$ cat config.mk
export PLATFORM = sky130hd
export DESIGN_NAME = smvm_mac
export DESIGN_NICKNAME = d
export VERILOG_FILES = /design/src/hdl/smvm_pkg.sv /design/src/hdl/smvm_mac.sv
export SDC_FILE = /design/constraint.sdc
export NUM_CORES = 2
export LEC_CHECK = 0
export ABC_AREA = 1
export BUFFER_PORTS_ARGS = -buffer_cell sky130_fd_sc_hd__buf_2
export CAP_MARGIN = 20
export CORE_MARGIN = 3
export CORE_UTILIZATION = 39
export DETAILED_ROUTE_END_ITERATION = 10
export GPL_TIMING_DRIVEN = 0
export MAX_ROUTING_LAYER = met4
export SLEW_MARGIN = 20
export SYNTH_ARGS = -nofsm -noshare
export SYNTH_HDL_FRONTEND = slang
export SYNTH_SLANG_ARGS = --single-unit
$ cat constraint.sdc
create_clock -name clock -period 9.07 [get_ports clock]
set_input_delay 1.814 -clock clock [delete_from_list [all_inputs] [get_ports clock]]
set_output_delay 1.814 -clock clock [all_outputs]
set_load 0.02 [all_outputs]
$ cat src/hdl/smvm_pkg.sv
`timescale 1ns / 1ps

package smvm_pkg;

   localparam int DEFAULT_VECTOR_DEPTH = 1024;
   localparam int INDEX_W              = 10;
   localparam int X_W                  = 32;
   localparam int WEIGHT_W             = 16;
   localparam int PROD_W               = X_W + WEIGHT_W;
   localparam int Y_W                  = 64;

   // Request function codes
   localparam logic [1:0] FUNC_LOAD    = 2'd0;
   localparam logic [1:0] FUNC_NONZERO = 2'd1;
   localparam logic [1:0] FUNC_CLOSE   = 2'd2;

   // Configuration register indexes
   localparam logic CSR_USE_WEIGHTS  = 1'b0;
   localparam logic CSR_BOOLEAN_MODE = 1'b1;

   // Unit weight in Q8.8
   localparam logic signed [WEIGHT_W-1:0] WEIGHT_ONE = 16'sd256;

   // Result queue
   localparam int QUEUE_DEPTH = 4;
   localparam int QPTR_W      = 2;
   localparam int QCNT_W      = 3;

   typedef struct packed {
      logic [1:0]                 func;
      logic [INDEX_W-1:0]         index;
      logic signed [X_W-1:0]      x_value;
      logic signed [WEIGHT_W-1:0] weight;
   } req_type;

   typedef struct packed {
      logic [INDEX_W-1:0]  row_number;
      logic signed [Y_W-1:0] y_value;
   } rsp_type;

   // Looked-up operand pair handed from the vector store to the MAC
   typedef struct packed {
      logic                       valid;
      logic [1:0]                 func;
      logic                       in_range;
      logic signed [X_W-1:0]      x;
      logic signed [WEIGHT_W-1:0] weight;
   } lookup_type;

endpackage

$ cat src/hdl/smvm_mac.sv
`timescale 1ns / 1ps

module smvm_mac #(
   parameter int VECTOR_DEPTH = smvm_pkg::DEFAULT_VECTOR_DEPTH
) (
   input  logic                 clock,
   input  logic                 reset,
   input  smvm_pkg::lookup_type lookup,
   input  logic                 use_weights,
   input  logic                 boolean_mode,
   output logic                 push,
   output smvm_pkg::rsp_type    push_data,
   output logic [1:0]           pending
);
   import smvm_pkg::*;

   logic signed [X_W-1:0]      x_eff;
   logic signed [WEIGHT_W-1:0] w_eff;
   logic signed [PROD_W-1:0]   prod_in;
   logic                       hit_in;

   logic                       valid2_ff;
   logic [1:0]                 func2_ff;
   logic signed [PROD_W-1:0]   prod2_ff;
   logic                       hit2_ff;

   logic signed [Y_W-1:0]      acc_ff, acc_in;
   logic                       hit_ff, hit_in2;
   logic [INDEX_W-1:0]         row_ff, row_in;

   logic [Y_W:0]               sum;
   logic [INDEX_W:0]           row_next;
   logic                       is_nonzero2;
   logic                       is_close2;

   assign x_eff   = lookup.in_range ? lookup.x : '0;
   assign w_eff   = use_weights ? lookup.weight : WEIGHT_ONE;
   assign prod_in = PROD_W'(x_eff) * PROD_W'(w_eff);
   assign hit_in  = lookup.in_range && (lookup.x != '0);

   always_ff @(posedge clock) begin
      if (reset) begin
         valid2_ff <= 1'b0;
      end else begin
         valid2_ff <= lookup.valid;
      end
      func2_ff <= lookup.func;
      prod2_ff <= prod_in;
      hit2_ff  <= hit_in;
   end

   assign is_nonzero2 = valid2_ff && func2_ff == FUNC_NONZERO;
   assign is_close2   = valid2_ff && func2_ff == FUNC_CLOSE;

   // Saturating accumulate: overflow when the two top bits of the 65-bit sum differ
   assign sum      = {acc_ff[Y_W-1], acc_ff} + (Y_W+1)'(prod2_ff);
   assign row_next = {1'b0, row_ff} + 1'b1;

   always_comb begin
      acc_in  = acc_ff;
      hit_in2 = hit_ff;
      row_in  = row_ff;
      if (is_nonzero2) begin
         hit_in2 = hit_ff | hit2_ff;
         if (sum[Y_W] != sum[Y_W-1]) begin
            acc_in = sum[Y_W] ? {1'b1, {(Y_W-1){1'b0}}} : {1'b0, {(Y_W-1){1'b1}}};
         end else begin
            acc_in = sum[Y_W-1:0];
         end
      end else if (is_close2) begin
         acc_in  = '0;
         hit_in2 = 1'b0;
         if (row_next[INDEX_W] || 32'(row_next) >= 32'(VECTOR_DEPTH)) begin
            row_in = '0;
         end else begin
            row_in = row_next[INDEX_W-1:0];
         end
      end
   end

   always_ff @(posedge clock) begin
      if (reset) begin
         acc_ff <= '0;
         hit_ff <= 1'b0;
         row_ff <= '0;
      end else begin
         acc_ff <= acc_in;
         hit_ff <= hit_in2;
         row_ff <= row_in;
      end
   end

   assign push                 = is_close2;
   assign push_data.row_number = row_ff;
   assign push_data.y_value    = boolean_mode ? Y_W'(hit_ff) : acc_ff;

   // Closes still travelling toward the result queue
   assign pending = 2'(lookup.valid && lookup.func == FUNC_CLOSE) + 2'(is_close2);

endmodule

==> run metrics <==
Period Utilization, post-route=0.9714; Post-synth ARST share=0; Mapped Cells=3855; HPWL after DPL=77840 um; Root Buffer=clkbuf_16; Peak Freq=0.1135 GHz; Num CTS Buffers=17; IO Pins=133; syn_area_per_cell=7.147 um^2; # nets final=4725; Remaining DRCs=0; # fillers=7363; detailed-route via count=24820; post-synthesis simple-gate area fraction=0.2366; Net Count, Synth=4578; CTS Buffer Depth=2; Clock transition at path regs=0.06 ns; routed len/inst=18.40 um; Mapped Area=27550 um^2; Peak VDD IR=0.1196 mV; initial core utilization=0.3975; initial antenna violation count=3; H-tree levels=4; Post-synth EDFFs=0; number of global-route vias before repair=25680; Hold WC Path Type=reg2reg; CP Max Fanout=10; number of port buffers=128; final core occ=0.4321; Final Slew Violations=0; Ys Warns=0; relative slew slack=0.2997; Final Skew=0.01378 ns; layout cell share with drive strength beyond 1=0.05529; core area=69310 um^2; xor and xnor fraction of the mapped netlist area=0.02893; Max Cap Viol=0; largest family of logic cells by synthesized area=adder cells; final worst path period need=8.811 ns; GRT Max-Usage Layer=met2; post-synthesis mux area share=0.0004087; Register-to-Register Path Depth=13; first-pass GRT wire length=144500 um; GR Util met3=0.04570; clk_lat worst skew=0.43 ns; Power Density=202.1 nW/um^2; largest cells by area after synthesis=fa_1 35%, nand2_1 12%, inv_1 12%, dfxtp_1 9.2%, ha_1 8.2%; Placed Cells=4914; Final GP Congestion=0.9869; Synth Area in Compound Gates=0.06685; M2 GR Usage=0.4273; TritonCTS clock tree=built; crit path DAT=9.14 ns; Critical Path Start Type=primary input; register area share after synthesis=0.09228; final wirelength=91050 um; Die H=271.8 um; vias per cell=5.016; total track usage=0.2589; global route overflow=0; # setup viols final=0; 1st-iter DRT viols=2015; Synth Area in Adders=0.4356; RSZ-0062 raised after global routing=true; outcome=finished clean; worst slew pin tran=1.051 ns; non-filler cells, final=4949; register bit total from synthesis=127; crit end category=register; row cnt=96; leading area contributor after synthesis=fa_1; worst endpoint required time=9.40 ns; area share of the largest cell type after synthesis=0.3539; leakage dissipation=15.24 nW; cts hold-fix bufs=0; class of the most critical setup path=in2reg; Main synth FF type=dfxtp_1; DIE WIDTH=271.8 um; DRT Pass-1 Iters=5; final hold violations=0; WHS Path Cells=2; met1 usage=0.3292; clk sinks=127; DIE AREA=73870 um^2; area delta synth->final=8.688%; DRT antenna net count=0; Netlist cell types=46; maximum number of pins on one net before global-route repair=18
## kinds of logic (layout without fill, tap and decap cells)
logic type / after synthesis / count (layout)
XOR/XNOR: 91 / 91
multiplexers: 1 / 1
AND/OR/NAND/NOR: 1626 / 1626
adder cells (fa/ha/maj): 667 / 667
other: 0 / 3
AO/OA/AOI/OAI: 337 / 337
flip-flops: 127 / 127
buffers and inverters: 1006 / 1166
## cells in the final DEF, fill, tap and decap left out, drive strengths merged, types with 2 or more instances in the layout
cell type	count
nand2	924
inv	896
nor2	491
fa	487
a21oi	220
ha	180
buf	148
dfxtp	127
nand3	126
clkbuf	87
o21ai	59
xnor2	55
xor2	36
clkinv	29
o21bai	25
nor3	21
nand3b	20
nor4	16
nand4	15
a31oi	11
clkinvlp	6
o21a	6
o211ai	6
and3	5
diode	3
a21o	3
nor3b	3
a21boi	3
or2	2
## metal layers
metal	share of wire	wire, um
met1	0.42	38490
met2	0.47	42710
met3	0.079	7225
met4	0.029	2634
met5	0	0
## layout make-up
class	count	area (um^2)	share of cell area
multi-input cells	2722	21190	0.7077
inverters	917	3451	0.1152
flip-flops and latches	127	2542	0.08490
well taps	931	1165	0.03890
repair buffers	128	640.6	0.02139
clock buffers	18	429.2	0.01433
plain buffers	89	409.1	0.01366
clock inverters	14	108.9	0.003635
diodes	3	7.507	0.0002507
## metrics by stage
stage	hold slack (ns)	TNS (ns)	power (mW)	instance area [um^2]	worst slack, ns
2_1_floorplan	0.4451	0	4.002	27550	1.182
3_3_place_gp	0.4520	-21.23	5.374	29360	-1.069
3_5_place_dp	0.4523	-18.92	5.386	29360	-1.060
4_1_cts	0.4628	0	6.054	29920	0.1409
5_1_grt	0.4948	-0.07513	6.682	29950	-0.07513
6_report	0.4642	0	6.051	29950	0.2592
## path summary, 6_finish.rpt
path,from,end,slack (ns)
worst min register to register,row_ff[4],row_ff[4],0.46
worst max-delay path,use_weights,prod2_ff[47],0.26
worst min-delay path,row_ff[4],row_ff[4],0.46
worst max register to register,prod2_ff[47],acc_ff[25],5.49
## repair_timing
item                       CTS  global route
gates resized for setup      9            21
buffers inserted             0             0
setup endpoints to repair   21            15
## state kept, by name, summed over array words and instances, names as in the netlist
signal and cells:
hit2_ff 1, valid2_ff 1, acc_ff 64, func2_ff 2
row_ff 10, prod2_ff 48, hit_ff 1
## where the power goes
| group | leakage, nW | switching, mW | internal [mW] |
|---|---|---|---|
| combinational | 13.9 | 3.02 | 1.58 |
| sequential | 1.04 | 0.0954 | 0.715 |
| clock | 0.255 | 0.283 | 0.353 |
## cell usage after synthesis, types with 25 or more instances
| master | n |
|---|---|
| dfxtp_1 | 127 |
| o21bai_1 | 25 |
| xor2_1 | 36 |
| inv_1 | 888 |
| clkbuf_1 | 70 |
| nand3_1 | 125 |
| ha_1 | 180 |
| xnor2_1 | 55 |
| o21ai_0 | 56 |
| nor2_1 | 488 |
| nand2_1 | 917 |
| a21oi_1 | 218 |
| fa_1 | 487 |
## critical path, stage by stage
cell and delay [ns]:
clkbuf_1 0.21, nand2_1 0.50, inv_2 0.33, clkbuf_1 0.73, nand2_1 0.19, fa_1 0.59
inv_1 0.06, fa_1 0.44, fa_1 0.57, fa_1 0.45, fa_1 0.50, inv_1 0.05
fa_1 0.48, inv_1 0.04, ha_1 0.34, a21oi_1 0.17, inv_1 0.07, a21oi_1 0.15
inv_1 0.08, a21oi_1 0.12, inv_1 0.04, o21ai_0 0.34, nand4_1 0.35, a21oi_1 0.26
xor2_1 0.23
Note: power is estimated with default switching activity, not from simulation.
