--- src/hdl/smvm_pkg.sv ---
`timescale 1ns / 1ps

package smvm_pkg;

   localparam int DEFAULT_VECTOR_DEPTH = 1024;
   localparam int INDEX_W              = 10;
   localparam int X_W                  = 32;
   localparam int WEIGHT_W             = 16;
   localparam int PROD_W               = X_W + WEIGHT_W;
   localparam int Y_W                  = 64;

   // Request function codes
   localparam logic [1:0] FUNC_LOAD    = 2'd0;
   localparam logic [1:0] FUNC_NONZERO = 2'd1;
   localparam logic [1:0] FUNC_CLOSE   = 2'd2;

   // Configuration register indexes
   localparam logic CSR_USE_WEIGHTS  = 1'b0;
   localparam logic CSR_BOOLEAN_MODE = 1'b1;

   // Unit weight in Q8.8
   localparam logic signed [WEIGHT_W-1:0] WEIGHT_ONE = 16'sd256;

   // Result queue
   localparam int QUEUE_DEPTH = 4;
   localparam int QPTR_W      = 2;
   localparam int QCNT_W      = 3;

   typedef struct packed {
      logic [1:0]                 func;
      logic [INDEX_W-1:0]         index;
      logic signed [X_W-1:0]      x_value;
      logic signed [WEIGHT_W-1:0] weight;
   } req_type;

   typedef struct packed {
      logic [INDEX_W-1:0]  row_number;
      logic signed [Y_W-1:0] y_value;
   } rsp_type;

   // Looked-up operand pair handed from the vector store to the MAC
   typedef struct packed {
      logic                       valid;
      logic [1:0]                 func;
      logic                       in_range;
      logic signed [X_W-1:0]      x;
      logic signed [WEIGHT_W-1:0] weight;
   } lookup_type;

endpackage

--- src/hdl/smvm_result_queue.sv ---
`timescale 1ns / 1ps

module smvm_result_queue (
   input  logic                        clock,
   input  logic                        reset,
   input  logic                        push,
   input  smvm_pkg::rsp_type           push_data,
   output logic                        rsp_valid,
   input  logic                        rsp_stall,
   output smvm_pkg::rsp_type           rsp_data,
   output logic [smvm_pkg::QCNT_W-1:0] count
);
   import smvm_pkg::*;

   rsp_type             entry_ff [QUEUE_DEPTH];
   logic [QPTR_W-1:0]   wr_ptr_ff;
   logic [QPTR_W-1:0]   rd_ptr_ff;
   logic [QCNT_W-1:0]   count_ff;
   logic                pop;

   assign rsp_valid = (count_ff != '0);
   assign pop       = rsp_valid && !rsp_stall;
   assign rsp_data  = entry_ff[rd_ptr_ff];
   assign count     = count_ff;

   always_ff @(posedge clock) begin
      if (push) begin
         entry_ff[wr_ptr_ff] <= push_data;
      end
   end

   always_ff @(posedge clock) begin
      if (reset) begin
         wr_ptr_ff <= '0;
         rd_ptr_ff <= '0;
         count_ff  <= '0;
      end else begin
         if (push) begin
            wr_ptr_ff <= wr_ptr_ff + 1'b1;
         end
         if (pop) begin
            rd_ptr_ff <= rd_ptr_ff + 1'b1;
         end
         unique case ({push, pop})
            2'b10:   count_ff <= count_ff + 1'b1;
            2'b01:   count_ff <= count_ff - 1'b1;
            default: count_ff <= count_ff;
         endcase
      end
   end

endmodule

--- config.mk ---
export PLATFORM = sky130hd
export DESIGN_NAME = smvm_result_queue
export DESIGN_NICKNAME = d
export VERILOG_FILES = /design/src/hdl/smvm_pkg.sv /design/src/hdl/smvm_result_queue.sv
export SDC_FILE = /design/constraint.sdc
export NUM_CORES = 1
export LEC_CHECK = 0
export BUFFER_PORTS_ARGS = -buffer_cell sky130_fd_sc_hd__buf_2
export CAP_MARGIN = 20
export CORE_MARGIN = 2
export CORE_UTILIZATION = 61
export CTS_CLUSTER_SIZE = 14
export DETAILED_ROUTE_END_ITERATION = 10
export PLACE_DENSITY = 0.84
export SYNTH_ARGS = -nofsm -noshare
export SYNTH_HDL_FRONTEND = slang
export SYNTH_SLANG_ARGS = --single-unit
export TNS_END_PERCENT = 30
--- constraint.sdc ---
create_clock -name clock -period 5.95 [get_ports clock]
set_input_delay 0.2975 -clock clock [delete_from_list [all_inputs] [get_ports clock]]
set_output_delay 0.2975 -clock clock [all_outputs]
set_load 0.005 [all_outputs]
==> results of run 1 <==
layer usage:
| metal | global-route usage | share of wire | up-vias |
|---|---|---|---|
| li1 | - | - | 2353 |
| met1 | 0.278 | 0.40 | 2719 |
| met2 | 0.357 | 0.51 | 191 |
| met3 | 0.0470 | 0.066 | 40 |
| met4 | 0.0569 | 0.020 | 2 |
| met5 | 0 | 0.00065 | - |
metrics by stage:
| stage | hold slack [ps] | utilization |
|---|---|---|
| 3_3_place_gp | 481 | 0.673 |
| 4_1_cts | 23.6 | 0.765 |
| 6_report | 50.8 | 0.768 |
| 2_1_floorplan | 396 | - |
| 5_1_grt | 72.4 | 0.768 |
| 3_5_place_dp | 514 | 0.676 |
sequential cells by signal, indices dropped and copies added (netlist names), named ones only:
name,count
entry_ff,296
count,3
rd_ptr_ff,2
wr_ptr_ff,2
final timing paths:
path | from | to | slack, ps | cells past startpoint
max | register | rsp_data[65] | 2760 | 3
min reg2reg | count[2] | count[2] | 540 | 2
min | reset | register | 50 | 2
max reg2reg | count[0] | count[2] | 3910 | 8
power by group:
group          switching, W  internal [W]
sequential         0.000127       0.00248
clock              0.000716      0.000936
combinational      0.000315      0.000460
cells by family after synthesis:
family | share of synthesized area
buffers and inverters | 0.0139
AO/OA/AOI/OAI | 0.00270
adder cells (fa/ha/maj) | 0.00742
AND/OR/NAND/NOR | 0.00742
XOR/XNOR | 0.00236
flip-flops | 0.815
multiplexers | 0.152
what timing repair did:
item                                   in CTS  in global routing
hold buffers                               74                  0
setup buffers                               0                  0
resized for setup                           0                  0
endpoints found under the hold margin     296                  0
worst reg2reg max path, delay by kind of cell (launching register included):
kind | cells | cell delay, ps
xor+xnor | 1 | 170
simple gates | 3 | 570
flops | 1 | 420
fa+ha+maj | 2 | 580
compound gates | 1 | 170
buf+inv | 1 | 60
area by class of cell:
type                       instances  area [µm²]
tap                              229         287
inverter                           7        26.3
sequential                       305        9080
multi-input combinational        107        1920
clock buffer                      35         748
fill                             952        4160
timing repair buffer             234        1630
clock inverter                    17         110
Yosys cell counts (all sizes together):
| cell | instances |
|---|---|
| nor3b | 1 |
| dfxtp | 9 |
| inv | 7 |
| a21oi | 4 |
| xnor2 | 1 |
| ha | 5 |
| nor2 | 7 |
| nor2b | 1 |
| or3 | 2 |
| mux2 | 1 |
| nor3 | 1 |
| mux2i | 1 |
| edfxtp | 296 |
| and2 | 4 |
| mux4 | 74 |
| buf | 15 |
| clkbuf | 2 |
| o21ai | 2 |
| fa | 1 |
| xor2 | 2 |
==> summary.md, run 1 <==
| Metric | Value |
|---|---|
| Outcome | `finished clean` |
| Remaining design rule violation count | `0` |
| Overall via count from detail_route | `5305` |
| Floorplan row count | `49` |
| WL/cell | `~21 µm` |
| Worst Path Buf+Inv | `2` |
| Detailed-routing iteration count for the pre-antenna-repair pass | `4` |
| Power per cell area | `365 nW/µm²` |
| Pins Over Slew Limit | `0` |
| Maximum clock path buffer count | `3` |
| Worst min path class | `in2reg` |
| Achievable Freq | `0.314 GHz` |
| Sequential cell area fraction in the yosys report | `0.815` |
| Highest ir drop seen on vdd | `just over 0.3 mV` |
| Number of vias per cell | `5.68` |
| CTS tree | `yes` |
| Netlist area before placement | `11100 µm²` |
| H-tree level count | `1` |
| Final HPWL DP | `11000 µm` |
| Antenna violation net count after detailed routing | `0` |
| Final Routed Wirelength | `~20000 µm` |
| Placed inst area | `roughly 12000 µm²` |
| Post-Route Skew | `around 5 ps` |
| Max cap viols | `0` |
| RSZ-0062 raised after global routing | `false` |
| Count of boundary I/O pins | `156` |
| Later-pin clock latency in the skew report | `520 ps` |
| Largest delay contributor family on the critical path | `flip-flops` |
| Fin crit share | `0.536` |
| Final setup fails | `0` |
| Die height | `139 µm` |
| Cell-by-cell listing of the critical path | `buf_4 > mux4_2 > buf_2` |
| CP required | `5650 ps` |
| Clk root buf | `clkbuf_16` |
| Slowest cell on crit path | `dfxtp_4` |
| Syn Nets | `520` |
| Area contributors post-synth | `edfxtp_1 (80%), mux4_2 (15%), dfxtp_1 (1.6%), buf_6 (0.71%), ha_1 (0.56%)` |
| Sum Neg Setup Slack | `0 ps` |
| Most common library cell in the layout ignoring fill and taps | `edfxtp_1` |
| Number of buffers created by CTS | `29` |
| Die span in x | `139 µm` |
| Kind of end point of the critical path | `output pin` |
| Signal arrival time at the worst endpoint | `2890 ps` |
| Time the final worst path needs with I/O delays and setup | `3190 ps` |
| First-pass GRT wire length | `31100 µm` |
| Number of warnings reported in the yosys synthesis log | `0` |
| Largest net degree at the start of global routing | `75` |
| Leading cell types in the layout, fill and taps excluded | `edfxtp_1 (296), buf_2 (155), mux4_2 (74), dlygate4sd3_1 (74), clkbuf_16 (29)` |
| Number of distinct standard cells referenced by the synthesized netlist | `22` |
| Total congestion overflow | `0` |
| Synthesized area per cell | `25.5 µm²` |
| Top fanout value on the critical path | `48` |
| Crit path launch type | `register` |
| DRC violation total after the first TritonRoute iteration | `around 330` |
| Number of register bits inferred by synthesis | `305` |
| Worst relative slew slack | `0.266` |
| Layout cell share with drive strength beyond 1 | `0.399` |
| Area grow syn2layout | `24.0%` |
| Largest area contributor in the netlist | `edfxtp_1` |
| Post-layout instance area | `around 14000 µm²` |
| GRT Total Usage | `0.209` |
| Overall Power | `0.00503 W` |
| Leak pwr | `4.71 nW` |
| Routability congestion estimate | `0.718` |
| Transition time at the pin with the least slew margin | `1100 ps` |
| Slowest stage delay, CP | `1000 ps` |
| Syn Inst Count | `approximately 440` |
| Final setup margin | `about 2800 ps` |
| Top cell type's share of synthesized area | `0.798` |
| Sink Count | `305` |
| Area of the die | `19300 µm²` |
| Cell Count Post-Placement | `806` |
| Count of buffers inserted at the top-level ports | `~160` |
| Final-report hold violation count | `0` |
| Clock transition at the registers of the reported paths | `60 ps` |
| Count of nets after finishing | `between 700 and 800` |
| Pre-CTS worst setup slack | `3200 ps` |
| Core Region | `18000 µm²` |
| Final instance count without filler cells | `934` |
| WS Path Type | `reg2out` |
| Number of global-route vias before repair | `5782` |
| Starting density of the core | `0.620` |
| Antenna violations before repair | `1` |
| Ant. Diodes | `0` |
(Power assumes the default switching activity.)
==> inputs of run 2 (changes only) <==
--- a/config.mk
+++ b/config.mk
@@ -8,10 +8,10 @@
 export BUFFER_PORTS_ARGS = -buffer_cell sky130_fd_sc_hd__buf_2
 export CAP_MARGIN = 20
 export CORE_MARGIN = 2
-export CORE_UTILIZATION = 61
+export CORE_UTILIZATION = 57
 export CTS_CLUSTER_SIZE = 14
 export DETAILED_ROUTE_END_ITERATION = 10
-export PLACE_DENSITY = 0.84
+export PLACE_DENSITY = 0.79
 export SYNTH_ARGS = -nofsm -noshare
 export SYNTH_HDL_FRONTEND = slang
 export SYNTH_SLANG_ARGS = --single-unit
==> constraint.sdc (replaced) <==
create_clock -name clock -period 3 [get_ports clock]
set_input_delay 0.15 -clock clock [delete_from_list [all_inputs] [get_ports clock]]
set_output_delay 0.15 -clock clock [all_outputs]
set_load 0.005 [all_outputs]
==> run 2 against run 1 <==
Effect of this change: sequential power increased by 96%; cell count increased by 4.9%; clock skew increased by 6.1 ps.
==> summary.md, run 2 (synthesis gave the netlist of run 1 again) <==
| Metric | Value |
|---|---|
| Outcome | `finished clean` |
| GRT Total Usage | `0.213 (+0.00411)` |
| Overall via count from detail_route | `5472 (+3.1%)` |
| Clock transition at the registers of the reported paths | `60 ps (about the same)` |
| WS Path Type | `reg2out` |
| Most flop-heavy register | `entry_ff` |
| Power per cell area | `738 nW/µm² (+100%)` |
| Final Routed Wirelength | `21700 µm (+8.7%)` |
| Cell-by-cell listing of the critical path | `buf_4 > mux4_2 > buf_2` |
| Max cap viols | `0 (unchanged)` |
| Met3 Track Usage GR | `0.0420 (-0.00498)` |
| Count of buffers inserted at the top-level ports | `155 (unchanged)` |
| Kind of end point of the critical path | `output pin` |
| Crit path launch type | `register` |
| Largest register FFs | `296 (unchanged)` |
| Largest net degree at the start of global routing | `49 (-35%)` |
| Busiest layer in global routing | `met2` |
| Maximum clock path buffer count | `3 (unchanged)` |
| Core Region | `19300 µm² (+7.6%)` |
| H-tree level count | `1 (unchanged)` |
| Worst min path class | `in2reg` |
| Total congestion overflow | `0 (unchanged)` |
| Overall Power | `0.0103 W (+100%)` |
| Leak pwr | `4.77 nW (+1.2%)` |
| Worst relative slew slack | `0.499 (+0.233)` |
| Final-report hold violation count | `0 (unchanged)` |
| Transition time at the pin with the least slew margin | `751 ps (-350 ps)` |
| Post-Route Skew | `11.1 ps (+6.11 ps)` |
| Most common library cell in the layout ignoring fill and taps | `edfxtp_1` |
| Routability congestion estimate | `0.714 (-0.57%)` |
| Area of the die | `20700 µm² (+6.8%)` |
| Detailed-routing iteration count for the pre-antenna-repair pass | `4 (unchanged)` |
| Time the final worst path needs with I/O delays and setup | `2530 ps` |
| Post-layout utilization of the core | `0.721 (-0.0472)` |
| Die height | `144 µm (+3.4%)` |
| Antenna violations before repair | `1 (unchanged)` |
| Final instance count without filler cells | `980 (+4.9%)` |
| Floorplan row count | `51 (+4.1%)` |
| RSZ-0062 raised after global routing | `false` |
| Remaining design rule violation count | `0 (unchanged)` |
| Slowest stage delay, CP | `720 ps (-280 ps)` |
| DRC violation total after the first TritonRoute iteration | `460 (+41%)` |
| CTS tree | `yes` |
| Achievable Freq | `between 0.3 and 0.4 GHz` |
| Highest ir drop seen on vdd | `0.522 mV (+70%)` |
| Leading cell types in the layout, fill and taps excluded | `edfxtp_1 (296), buf_2 (155), dlygate4sd3_1 (78), mux4_2 (74), clkbuf_16 (29)` |
| R2R setup slack | `960 ps (-2950 ps)` |
| Number of buffers created by CTS | `29 (unchanged)` |
| CP required | `2850 ps (-2800 ps)` |
| Die span in x | `144 µm (+3.4%)` |
| Pins Over Slew Limit | `0 (unchanged)` |
| Final setup fails | `0 (unchanged)` |
| WL/cell | `22.2 µm (+3.6%)` |
| Clk root buf | `clkbuf_16` |
| Cell Count Post-Placement | `851 (+5.6%)` |
| Count of nets after finishing | `779 (+1.4%)` |
| Global-route met1 utilization | `0.306 (+0.0278)` |
| Layout cell share with drive strength beyond 1 | `0.399 (+0.000578)` |
| Met2 capacity usage during global routing | `0.343 (-0.0134)` |
| Sum Neg Setup Slack | `0 ps (unchanged)` |
| Number of global-route vias before repair | `5752 (-0.52%)` |
| Signal arrival time at the worst endpoint | `2380 ps (-510 ps)` |
| Count of boundary I/O pins | `156 (unchanged)` |
| Top fanout value on the critical path | `30 (-38%)` |
| Starting density of the core | `0.576 (-0.0440)` |
| First-pass GRT wire length | `32600 µm (+4.8%)` |
| Area grow syn2layout | `25.2%` |
| Number of vias per cell | `5.58 (-1.7%)` |
| Antenna violation net count after detailed routing | `0 (unchanged)` |
| Final HPWL DP | `12800 µm (+17%)` |
| Sink Count | `305 (unchanged)` |
| Later-pin clock latency in the skew report | `530 ps (about the same)` |
| Slowest cell on crit path | `dfxtp_4` |
| Fin crit share | `0.842` |
[run 2: what timing repair did]
item                                   4_1_cts  5_1_grt
endpoints found under the hold margin      303        0
hold buffers                                78        0
resized for setup                            0        0
setup buffers                                0        0
setup endpoints to repair                    0        0
[run 2: where the power goes]
group | internal, W | total, W | leakage [nW] | switching, W
logic | 0.000935 | 0.00167 | 1.53 | 0.000734
clock network | 0.00210 | 0.00352 | 0.447 | 0.00142
registers | 0.00492 | 0.00510 | 2.79 | 0.000182
total | 0.00795 | 0.0103 | 4.77 | 0.00233
[run 2: per-stage QoR]
stage          hold WS, ps  worst slack [ps]  instance area (µm²)
4_1_cts                348               400                13900
6_report               365               473                13900
3_3_place_gp           359               984                12200
3_5_place_dp           366               986                12200
2_1_floorplan          249               288                11100
5_1_grt                358               322                13900
[run 2: final timing paths]
path / startpoint / end / cells after the start
worst min-delay path: push_data[35] / entry_ff[3][35] / 2
worst max-delay path: register / rsp_data[3] / 3
worst max register to register: count[0] / count[2] / 8
worst min register to register: count[2] / count[2] / 2
[run 2: area by class of cell]
type,count,area (µm²)
Antenna cell,1,2.50
Clock buffer,37,756
Clock inverter,13,159
Fill cell,1134,5390
Inverter,7,26.3
Multi-Input combinational cell,107,1920
Sequential cell,305,9080
Tap cell,265,332
Timing Repair Buffer,245,1670
[run 2: metal layers]
layer | wire length [µm] | share of wire
met4 | 402 | 0.019
met1 | 9140 | 0.42
met2 | 10700 | 0.49
met5 | 0 | 0
met3 | 1430 | 0.066
[run 2: critical path: cells and delay by family, from the launching register on]
kind / cells / cell delay (ps)
flops: 1 / 720
mux: 1 / 570
buf+inv: 2 / 540
